### src/design/crc32c_pkg.sv
// Shared types, constants and the CRC byte step for the CRC-32C stream engine.
`default_nettype none

package crc32c_pkg;

    // Reflected Castagnoli polynomial
    localparam logic [31:0] CRC_POLY  = 32'h82F63B78;
    localparam logic [31:0] CRC_ONES  = 32'hFFFF_FFFF;

    // Port widths fixed by the item format
    localparam int unsigned DATA_W    = 64;
    localparam int unsigned BCNT_W    = 4;
    localparam int unsigned CRC_W     = 32;

    // Saturated byte count: wide enough for the largest word size (8 bytes)
    localparam int unsigned CNT_W     = 5;

    // Decoupling queue between front and back
    localparam int unsigned QUEUE_DEPTH = 4;
    localparam int unsigned QUEUE_AW    = 2;
    localparam int unsigned QUEUE_CW    = 3;

    // Classified item as it travels through the queue
    typedef struct packed {
        logic [DATA_W-1:0] data;
        logic [CNT_W-1:0]  cnt;
        logic              first;
        logic              last;
    } t_item;

    // Fold one byte into the running register, LSB first
    function automatic logic [CRC_W-1:0] crc_byte(input logic [CRC_W-1:0] c_in,
                                                  input logic [7:0]       b);
        logic [CRC_W-1:0] c;
        c = c_in ^ {24'h000000, b};
        for (int k = 0; k < 8; k++) begin
            c = (c >> 1) ^ (c[0] ? CRC_POLY : '0);
        end
        return c;
    endfunction

endpackage

`default_nettype wire

### src/design/crc32c_stream_engine.sv
// Top level of the CRC-32C stream engine: front stage, queue and CRC back end.
//
//  channel  | direction | handshake          | payload
//  ---------+-----------+--------------------+-------------------------------------------
//  input    | in        | i_valid / o_stall  | i_data_word, i_byte_count, i_first_word,
//           |           |                    | i_last_word
//  output   | out       | o_valid / i_stall  | o_crc_value
//  config   | in        | i_cfg_wr_en        | i_cfg_wr_data (seed CRC)
//
//  One item per cycle sustained while o_stall is low; a word of up to WORD_BYTES bytes is folded whole.
//  From input accept, an item is loaded into the front register, then written to the queue; on pop
//  from the queue, the result of a last word is loaded into the result register.
//  Synchronous active-low reset clears the seed to 0 and the running CRC to all ones.
//  An output stall holds the result; behind a blocked last word the queue's other three entries
//  and the front register take four more items before o_stall rises.
`default_nettype none

module crc32c_stream_engine
    import crc32c_pkg::*;
#(
    parameter int unsigned WORD_BYTES = 8
) (
    input  wire logic              i_clk,
    input  wire logic              i_rst_n,
    // configuration
    input  wire logic              i_cfg_wr_en,
    input  wire logic [CRC_W-1:0]  i_cfg_wr_data,
    // input channel
    input  wire logic              i_valid,
    output logic                   o_stall,
    input  wire logic [DATA_W-1:0] i_data_word,
    input  wire logic [BCNT_W-1:0] i_byte_count,
    input  wire logic              i_first_word,
    input  wire logic              i_last_word,
    // output channel
    output logic                   o_valid,
    input  wire logic              i_stall,
    output logic [CRC_W-1:0]       o_crc_value
);

    logic  push, pop, full, empty;
    t_item front_item, queue_item;

    crc32c_front #(
        .WORD_BYTES (WORD_BYTES)
    ) u_front (
        .i_clk        (i_clk),
        .i_rst_n      (i_rst_n),
        .i_valid      (i_valid),
        .o_stall      (o_stall),
        .i_data_word  (i_data_word),
        .i_byte_count (i_byte_count),
        .i_first_word (i_first_word),
        .i_last_word  (i_last_word),
        .o_push       (push),
        .o_item       (front_item),
        .i_full       (full)
    );

    crc32c_queue u_queue (
        .i_clk   (i_clk),
        .i_rst_n (i_rst_n),
        .i_push  (push),
        .i_item  (front_item),
        .i_pop   (pop),
        .o_item  (queue_item),
        .o_full  (full),
        .o_empty (empty)
    );

    crc32c_back #(
        .WORD_BYTES (WORD_BYTES)
    ) u_back (
        .i_clk         (i_clk),
        .i_rst_n       (i_rst_n),
        .i_cfg_wr_en   (i_cfg_wr_en),
        .i_cfg_wr_data (i_cfg_wr_data),
        .i_item        (queue_item),
        .i_empty       (empty),
        .o_pop         (pop),
        .o_valid       (o_valid),
        .i_stall       (i_stall),
        .o_crc_value   (o_crc_value)
    );

endmodule

`default_nettype wire

### src/design/crc32c_front.sv
// Front stage: accepts input items, saturates the byte count and hands them to the queue.
`default_nettype none

module crc32c_front
    import crc32c_pkg::*;
#(
    parameter int unsigned WORD_BYTES = 8
) (
    input  wire logic              i_clk,
    input  wire logic              i_rst_n,
    // input channel
    input  wire logic              i_valid,
    output logic                   o_stall,
    input  wire logic [DATA_W-1:0] i_data_word,
    input  wire logic [BCNT_W-1:0] i_byte_count,
    input  wire logic              i_first_word,
    input  wire logic              i_last_word,
    // toward the queue
    output logic                   o_push,
    output t_item                  o_item,
    input  wire logic              i_full
);

    logic  r_valid, n_valid;
    t_item r_item,  n_item;
    logic  take;
    logic [CNT_W-1:0] cnt_ext;

    // Hold the staged item while the queue is full
    assign o_push  = r_valid && !i_full;
    assign o_stall = r_valid && i_full;
    assign take    = i_valid && !o_stall;
    assign o_item  = r_item;

    // Classify: clamp the byte count to the word size
    assign cnt_ext = CNT_W'(i_byte_count);

    always_comb begin
        n_valid = r_valid;
        n_item  = r_item;
        if (o_push) begin
            n_valid = 1'b0;
        end
        if (take) begin
            n_valid      = 1'b1;
            n_item.data  = i_data_word;
            n_item.cnt   = (cnt_ext > CNT_W'(WORD_BYTES)) ? CNT_W'(WORD_BYTES) : cnt_ext;
            n_item.first = i_first_word;
            n_item.last  = i_last_word;
        end
    end

    // Advance the staging register
    always_ff @(posedge i_clk) begin
        if (!i_rst_n) begin
            r_valid <= 1'b0;
        end else begin
            r_valid <= n_valid;
        end
    end

    always_ff @(posedge i_clk) begin
        r_item <= n_item;
    end

endmodule

`default_nettype wire

### src/design/crc32c_queue.sv
// Short FIFO that decouples the classifying front from the CRC back end.
`default_nettype none

module crc32c_queue
    import crc32c_pkg::*;
(
    input  wire logic  i_clk,
    input  wire logic  i_rst_n,
    input  wire logic  i_push,
    input  wire t_item i_item,
    input  wire logic  i_pop,
    output t_item      o_item,
    output logic       o_full,
    output logic       o_empty
);

    t_item                r_mem [QUEUE_DEPTH];
    logic [QUEUE_AW-1:0]  r_wr_ptr, n_wr_ptr;
    logic [QUEUE_AW-1:0]  r_rd_ptr, n_rd_ptr;
    logic [QUEUE_CW-1:0]  r_count,  n_count;

    assign o_full  = (r_count == QUEUE_CW'(QUEUE_DEPTH));
    assign o_empty = (r_count == '0);
    assign o_item  = r_mem[r_rd_ptr];

    // Move pointers and occupancy
    always_comb begin
        n_wr_ptr = r_wr_ptr + QUEUE_AW'(i_push);
        n_rd_ptr = r_rd_ptr + QUEUE_AW'(i_pop);
        n_count  = r_count + QUEUE_CW'(i_push) - QUEUE_CW'(i_pop);
    end

    always_ff @(posedge i_clk) begin
        if (!i_rst_n) begin
            r_wr_ptr <= '0;
            r_rd_ptr <= '0;
            r_count  <= '0;
        end else begin
            r_wr_ptr <= n_wr_ptr;
            r_rd_ptr <= n_rd_ptr;
            r_count  <= n_count;
        end
    end

    // Store the pushed item
    always_ff @(posedge i_clk) begin
        if (i_push) begin
            r_mem[r_wr_ptr] <= i_item;
        end
    end

    // No overflow, no underflow
    a_no_overflow: assert property (@(posedge i_clk) disable iff (!i_rst_n)
        o_full |-> !i_push || i_pop)
        else $error("queue push while full");

    a_no_underflow: assert property (@(posedge i_clk) disable iff (!i_rst_n)
        o_empty |-> !i_pop)
        else $error("queue pop while empty");

    // Pointer distance tracks occupancy
    a_ptr_count: assert property (@(posedge i_clk) disable iff (!i_rst_n)
        (r_wr_ptr - r_rd_ptr) == r_count[QUEUE_AW-1:0])
        else $error("queue pointers disagree with count");

endmodule

`default_nettype wire

### src/design/crc32c_back.sv
// Back end: folds queued words into the running CRC and registers the final value.
`default_nettype none

module crc32c_back
    import crc32c_pkg::*;
#(
    parameter int unsigned WORD_BYTES = 8
) (
    input  wire logic             i_clk,
    input  wire logic             i_rst_n,
    // seed register write
    input  wire logic             i_cfg_wr_en,
    input  wire logic [CRC_W-1:0] i_cfg_wr_data,
    // from the queue
    input  wire t_item            i_item,
    input  wire logic             i_empty,
    output logic                  o_pop,
    // output channel
    output logic                  o_valid,
    input  wire logic             i_stall,
    output logic [CRC_W-1:0]      o_crc_value
);

    logic [CRC_W-1:0] r_seed;
    logic [CRC_W-1:0] r_running, n_running;
    logic             r_out_valid, n_out_valid;
    logic [CRC_W-1:0] r_crc, n_crc;
    logic             out_free;

    assign out_free = !r_out_valid || !i_stall;
    // Stall only a last word whose result cannot be placed
    assign o_pop    = !i_empty && (!i_item.last || out_free);

    // Word update: per-byte steps flatten into one XOR network, gated by count
    always_comb begin
        logic [CRC_W-1:0]  c;
        logic [DATA_W-1:0] sh;
        c  = i_item.first ? ~r_seed : r_running;
        for (int i = 0; i < WORD_BYTES; i++) begin
            sh = i_item.data >> (8 * i);
            if (CNT_W'(i) < i_item.cnt) begin
                c = crc_byte(c, sh[7:0]);
            end
        end
        n_running   = o_pop ? c : r_running;
        n_out_valid = r_out_valid && i_stall;
        n_crc       = r_crc;
        if (o_pop && i_item.last) begin
            n_out_valid = 1'b1;
            n_crc       = ~c;
        end
    end

    always_ff @(posedge i_clk) begin
        if (!i_rst_n) begin
            r_seed      <= '0;
            r_running   <= CRC_ONES;
            r_out_valid <= 1'b0;
        end else begin
            if (i_cfg_wr_en) begin
                r_seed <= i_cfg_wr_data;
            end
            r_running   <= n_running;
            r_out_valid <= n_out_valid;
        end
    end

    always_ff @(posedge i_clk) begin
        r_crc <= n_crc;
    end

    assign o_valid     = r_out_valid;
    assign o_crc_value = r_crc;

    // A popped last word always produces a result next cycle
    a_last_emits: assert property (@(posedge i_clk) disable iff (!i_rst_n)
        o_pop && i_item.last |=> o_valid)
        else $error("last word popped without result");

    // A pending result is never overwritten while stalled
    a_no_overwrite: assert property (@(posedge i_clk) disable iff (!i_rst_n)
        o_valid && i_stall |-> !(o_pop && i_item.last))
        else $error("result overwritten under stall");

    // Running register moves only when a word is consumed
    a_running_hold: assert property (@(posedge i_clk) disable iff (!i_rst_n)
        !o_pop |=> $stable(r_running))
        else $error("running CRC changed without a word");

endmodule

`default_nettype wire
### config.mk
export PLATFORM = sky130hd
export DESIGN_NAME = crc32c_stream_engine
export DESIGN_NICKNAME = d
export VERILOG_FILES = /design/src/design/crc32c_pkg.sv /design/src/design/crc32c_stream_engine.sv /design/src/design/crc32c_front.sv /design/src/design/crc32c_queue.sv /design/src/design/crc32c_back.sv
export SDC_FILE = /design/constraint.sdc
export NUM_CORES = 1
export LEC_CHECK = 0
export BUFFER_PORTS_ARGS = -buffer_cell sky130_fd_sc_hd__buf_4
export CORE_MARGIN = 3
export CORE_UTILIZATION = 57
export CTS_BUF_LIST = sky130_fd_sc_hd__clkbuf_16
export CTS_CLUSTER_SIZE = 14
export DETAILED_ROUTE_END_ITERATION = 7
export PLACE_DENSITY = 0.78
export SLEW_MARGIN = 10
export SYNTH_ARGS = -nofsm -noshare
export SYNTH_HDL_FRONTEND = slang
export SYNTH_SLANG_ARGS = --single-unit
### constraint.sdc
create_clock -name i_clk -period 13.7 [get_ports i_clk]
set_input_delay 2.74 -clock i_clk [delete_from_list [all_inputs] [get_ports i_clk]]
set_output_delay 2.74 -clock i_clk [all_outputs]
set_load 0.01 [all_outputs]
==> results of run 1 <==
-- how the worst max path moves through the flow --
| stage | start | end | slack (ns) | cells after the start |
|---|---|---|---|---|
| after detailed placement | u_queue.r_mem[0][1] | u_back.r_running[3] | -0.15 | 41 |
| after floorplan | u_queue.r_rd_ptr[0] | u_back.o_crc_value[17] | 0.01 | 42 |
| final | u_queue.r_mem[0][1] | u_back.r_running[8] | 0.45 | 42 |
| after CTS | u_queue.r_mem[0][1] | u_back.r_running[8] | 0.03 | 40 |
| after global placement | u_queue.r_mem[3][1] | u_back.r_running[3] | 0.008 | 39 |
| after global routing | u_queue.r_mem[0][1] | u_back.r_running[6] | -0.07 | 42 |
-- Yosys cell counts (15+ instances only) --
cell        n  area (µm²)
xor2_1    148        1296
xnor2_1   366        3206
and2_1     23       143.9
inv_1      15       56.30
buf_1      22       82.58
xnor2_2    19       309.1
a211oi_1   21       157.7
clkbuf_1   87       326.6
xnor3_1    69        1554
edfxtp_1  382       11470
o21ai_0    92       460.4
o211ai_1   43       322.8
nor2_1    178       668.1
mux2i_1   106        1061
nand2_1   183       686.9
nor3_1     29       145.1
a21oi_1   138       690.7
dfxtp_1    73        1461
nor2b_1    43       269.0
nand3_1    30       150.1
mux4_2     70        1577
-- flip-flops by register name, indices dropped and copies added, names as in the netlist --
signal              flops
u_back.o_valid          1
u_front.r_valid         1
u_front.o_item         70
u_queue.r_count         3
u_back.o_crc_value     32
u_queue.r_wr_ptr        2
u_queue.r_mem         280
u_back.r_running       32
u_back.r_seed          32
u_queue.r_rd_ptr        2
-- metrics by stage --
stage	hold WS (ns)	instances
3_5_place_dp	0.4754	3215
5_1_grt	0.5161	3330
3_3_place_gp	0.4666	3215
6_report	0.4845	3330
2_1_floorplan	0.4498	2397
4_1_cts	0.4905	3298
-- final cells by class --
type | count | share of cell area
multi-input combinational | 1806 | 0.4758
sequential | 455 | 0.3848
timing repair buffer | 297 | 0.06816
clock buffer | 45 | 0.03349
tap | 672 | 0.02500
clock inverter | 38 | 0.01086
inverter | 17 | 0.001898
-- timing repair --
item	CTS	global route
endpoints found under the hold margin	0	0
setup buffers	0	32
pin swaps	0	16
endpoints found under the setup margin	13	54
gates resized for setup	5	60
-- critical path, delay by kind of cell (launching register included) --
| kind | cells | cell delay [ns] |
|---|---|---|
| xor gates and xnor gates | 21 | 7.06 |
| muxes | 5 | 1.76 |
| AOI/OAI and AO/OA | 6 | 1.52 |
| and+or+nand+nor | 5 | 1.22 |
| buffers and inverters | 5 | 1.08 |
| DFF | 1 | 0.40 |
-- layer usage --
layer / track usage / up-vias / routed length (µm)
li1: - / 9106 / -
met2: 0.4575 / 773 / 36450
met3: 0.03847 / 142 / 5150
met1: 0.4011 / 9608 / 32800
met5: 0 / - / 0
met4: 0.09837 / 0 / 2711
-- cell families after synthesis --
group,count (synthesis)
multiplexers,203
buffers and inverters,136
AND/OR/NAND/NOR,578
flip-flops,455
adder cells (fa/ha/maj),5
AO/OA/AOI/OAI,376
XOR/XNOR,644
==> results_dict.tcl, run 1 <==
set metrics [dict create \
    crit_slowest_cell "mux4_2" \
    cts.clk_slew.worst_paths_ns 0.07 \
    setup_viol 0 \
    timing.rr.end "u_back.r_running[8]" \
    start_util 0.5782 \
    cts_sinks 455 \
    dp.final_hpwl_mm 58.27 \
    ant_nets 0 \
    wire_per_inst_um 23.16 \
    min_period_over_period 0.9673 \
    fin_skew_ns 0.02307 \
    fill_cells 3650 \
    synth_compound_area_frac 0.08044 \
    end_kind "flop" \
    synthCells 2397 \
    hp-class "flop to flop" \
    die_x_um 231.6 \
    register_area_um2 12940 \
    cap_violations 0 \
    grt_pass1_vias 19154 \
    num_io_pins 141 \
    reg2reg_from "u_queue.r_mem[0][1]" \
    final_common_cell "edfxtp_1" \
    min_path_cells 2 \
    via_count 19629 \
    synth_mux_area_frac 0.1046 \
    synth_adder_area_share 0.002415 \
    hold_viol_final 0 \
    pre_cts_slack_ns -0.1536 \
    final.setup.tns_ns 0 \
    antenna_found_initial 0 \
    synth_top_flop_cell "edfxtp_1" \
    stdcell_area_um2 33630 \
    grt_start_max_net_pins 75 \
    yosysUniqueCellTypes 92 \
    synthArstFlopShare 0 \
    die_area_um2 53630 \
    cts_root_buf "clkbuf_16" \
    wirelength_mm 77.11 \
    synthesis.nets 2509 \
    avgSynthCellArea_um2 12.10 \
    h-tree-depth 2 \
    report.final.slew_viol_count 0 \
    port-buffer-count 140 \
    critPathMaxFanout 46 \
    crit_arrival_ns 13.67 \
    die_h_um 231.6 \
    core_area_um2 50170 \
    synth_area_um2 29010 \
    synth_edf_count 382 \
    synthSimpleGateAreaFrac 0.09524 \
    ys_seq_area_frac 0.4458 \
    max_slew_margin 0.3952 \
    ys_ff_latch 455 \
    tightest_slew_ns 0.9051 \
    ctsHoldBuffers 0 \
    firstDrtPassIters 5 \
    drt_iter0_markers 1823 \
    rrSetupSlack_ns 0.45 \
    setup_ws_ns 0.4484 \
    max_freq_ghz 0.07546 \
    min_to "u_back.r_running[26]" \
    path_common_cell "xnor3_1" \
    multi_input_area_um2 16000 \
    cts_buffers 45 \
    status "finished clean" \
    nets 2734 \
    cts_buffer_depth 3 \
    overflow 0 \
    ys_warn_count 0 \
    period_needed_ns 13.25 \
    critPathLaunchType "flop" \
    rows 82 \
    place_congestion 0.9696 \
    grt.total_usage 0.2844 \
    worstPathRequired_ns 14.12 \
    grt_pass1_wl_mm 115.3 \
    critPathKind "flop to flop" \
    rr_worst_depth 42 \
    via_per_inst 5.895 \
    cts_tree "built" \
    clk_latency_ns 0.59 \
    drive_gt1_frac 0.2291 \
    critPathMaxStageDelay_ns 0.55 \
    drc 0 \
    placed_area_um2 31450 \
    synth_top_family_by_area "XOR/XNOR gates" \
    fin_util 0.6703 \
    synth-xor-area-share 0.2524 \
    hold_start "u_back.r_running[26]" \
    layout_common_cells "edfxtp_1 (382), xnor2_1 (348), buf_4 (292), nand2_1 (182), nor2_1 (172)" \
    syn2layout_area_growth_pct 15.92 \
    diodes 0 \
]
Power of run 1 is left out: the tool's default activity adds up to more than one toggle a clock period on the data nets, which glitch-free logic cannot reach.
==> run 2, diff against run 1 <==
Settings changed: CORE_MARGIN 3 to 5, SLEW_MARGIN 10 to unset.
==> results_dict.tcl, run 2 (synthesized netlist as in run 1, its figures left out) <==
set metrics [dict create \
    status "finished clean" \
    critPathMaxFanout 18 \
    min_path_cells 0 \
    num_io_pins 141 \
    report.final.slew_viol_count 0 \
    core_area_um2 50270 \
    cts.clk_slew.worst_paths_ns 0.07 \
    firstDrtPassIters 6 \
    period_needed_ns 13.35 \
    port-buffer-count 140 \
    hold_viol_final 0 \
    max_freq_ghz 0.07492 \
    grt_start_max_net_pins 75 \
    wire_per_inst_um 23.20 \
    ctsHoldBuffers 0 \
    drt_iter0_markers 1740 \
    cts_tree "built" \
    start_util 0.5770 \
    largest_register "u_queue.r_mem" \
    end_kind "flop" \
    via_count 19612 \
    wirelength_mm 77.29 \
    clk_latency_ns 0.59 \
    critPathKind "flop to flop" \
    syn2layout_area_growth_pct 15.90 \
    multi_input_area_um2 16040 \
    worstPathRequired_ns 14.12 \
    fin_skew_ns 0.02327 \
    via_per_inst 5.886 \
    rsz0062_at_grt "true" \
    die_h_um 235.6 \
    pre_cts_slack_ns -0.03126 \
    grt_pass1_vias 19209 \
    final_cells 3332 \
    layout_common_cells "edfxtp_1 (382), xnor2_1 (350), buf_4 (298), nand2_1 (181), nor2_1 (172)" \
    h-tree-depth 2 \
    reg2reg_from "u_queue.r_rd_ptr[0]" \
    fill_cells 3792 \
    crit_arrival_ns 13.77 \
    setup_viol 0 \
    tightest_slew_ns 1.041 \
    overflow 0 \
    grt.total_usage 0.2690 \
    hold_start "u_front.o_item[65]" \
    cap_violations 0 \
    largest_register_ffs 280 \
    drive_gt1_frac 0.2286 \
    post-place-cells 3219 \
    antenna_found_initial 0 \
    dp.final_hpwl_mm 57.66 \
    cts_buffer_depth 3 \
    grt_pass1_wl_mm 116.4 \
    nets 2739 \
    die_x_um 235.6 \
    max_slew_margin 0.3059 \
    ant_nets 0 \
    die_area_um2 55500 \
    hp-class "flop to flop" \
    critPathLaunch "u_queue.r_rd_ptr[0]" \
    place_congestion 0.9952 \
    rr_worst_depth 43 \
    cts_sinks 455 \
    cts_buffers 45 \
    critPathLaunchType "flop" \
    path_common_cell "buf_4" \
    drc 0 \
    cts_root_buf "clkbuf_16" \
    final_common_cell "edfxtp_1" \
    diodes 0 \
    crit_slowest_cell "mux4_2" \
    critPathMaxStageDelay_ns 0.68 \
    holdWs_ns 0.4804 \
    rows 82 \
    min_period_over_period 0.9742 \
    setup_ws_ns 0.3529 \
    register_area_um2 12940 \
]
-- run 2: cell count changes in the layout (fill, tap and decap cells not counted), sizes merged --
cell	delta
clkbuf	+3
inv	+5
buf	+4
clkinv	-6
clkinvlp	-1
bufinv	-3
-- run 2: path summary, 6_finish.rpt --
path | end | slack (ns)
min | u_queue.r_mem[2][64] | 0.48
max reg2reg | u_back.r_running[5] | 0.35
min reg2reg | u_queue.r_mem[2][64] | 0.48
max | u_back.r_running[5] | 0.35
-- run 2: cell type report --
class                           instances  share of cell area
Multi-Input combinational cell       1806              0.4769
Sequential cell                       455              0.3849
Timing Repair Buffer                  302             0.06929
Clock buffer                           47             0.03498
Tap cell                              672             0.02501
Clock inverter                         33            0.006996
Inverter                               17            0.001898
-- run 2: critical path, delay by kind of cell (launching register included) --
kind | cells | cell delay (ns)
flip-flops | 1 | 0.45
AO/OA/AOI/OAI | 4 | 0.99
XOR/XNOR | 20 | 6.80
AND/OR/NAND/NOR | 8 | 1.68
buffers and inverters | 5 | 1.06
multiplexers | 6 | 2.19
-- run 2: stage by stage --
stage	TNS [ns]	utilization	area, µm²
2_1_floorplan	0	-	29020
3_5_place_dp	-0.04942	0.6266	31500
6_report	0	0.6688	33620
4_1_cts	0	0.6552	32940
5_1_grt	-0.3240	0.6688	33620
3_3_place_gp	0	0.6266	31500
-- run 2: layer usage --
metal | vias to the layer above | wire [µm] | part of all wire | track usage
met4 | 0 | 2481 | 0.032 | 0.07706
li1 | 9091 | - | - | -
met5 | - | 0 | 0 | 0
met2 | 761 | 37070 | 0.48 | 0.4424
met3 | 131 | 5277 | 0.068 | 0.03819
met1 | 9629 | 32460 | 0.42 | 0.3783
-- run 2: what timing repair did --
| action | in CTS | in global routing |
|---|---|---|
| pin swaps | 0 | 20 |
| resized for setup | 4 | 66 |
| gates cloned | 0 | 1 |
| setup endpoints to repair | 6 | 53 |
| setup buffers | 0 | 32 |
Power of run 2 is left out for the same reason.
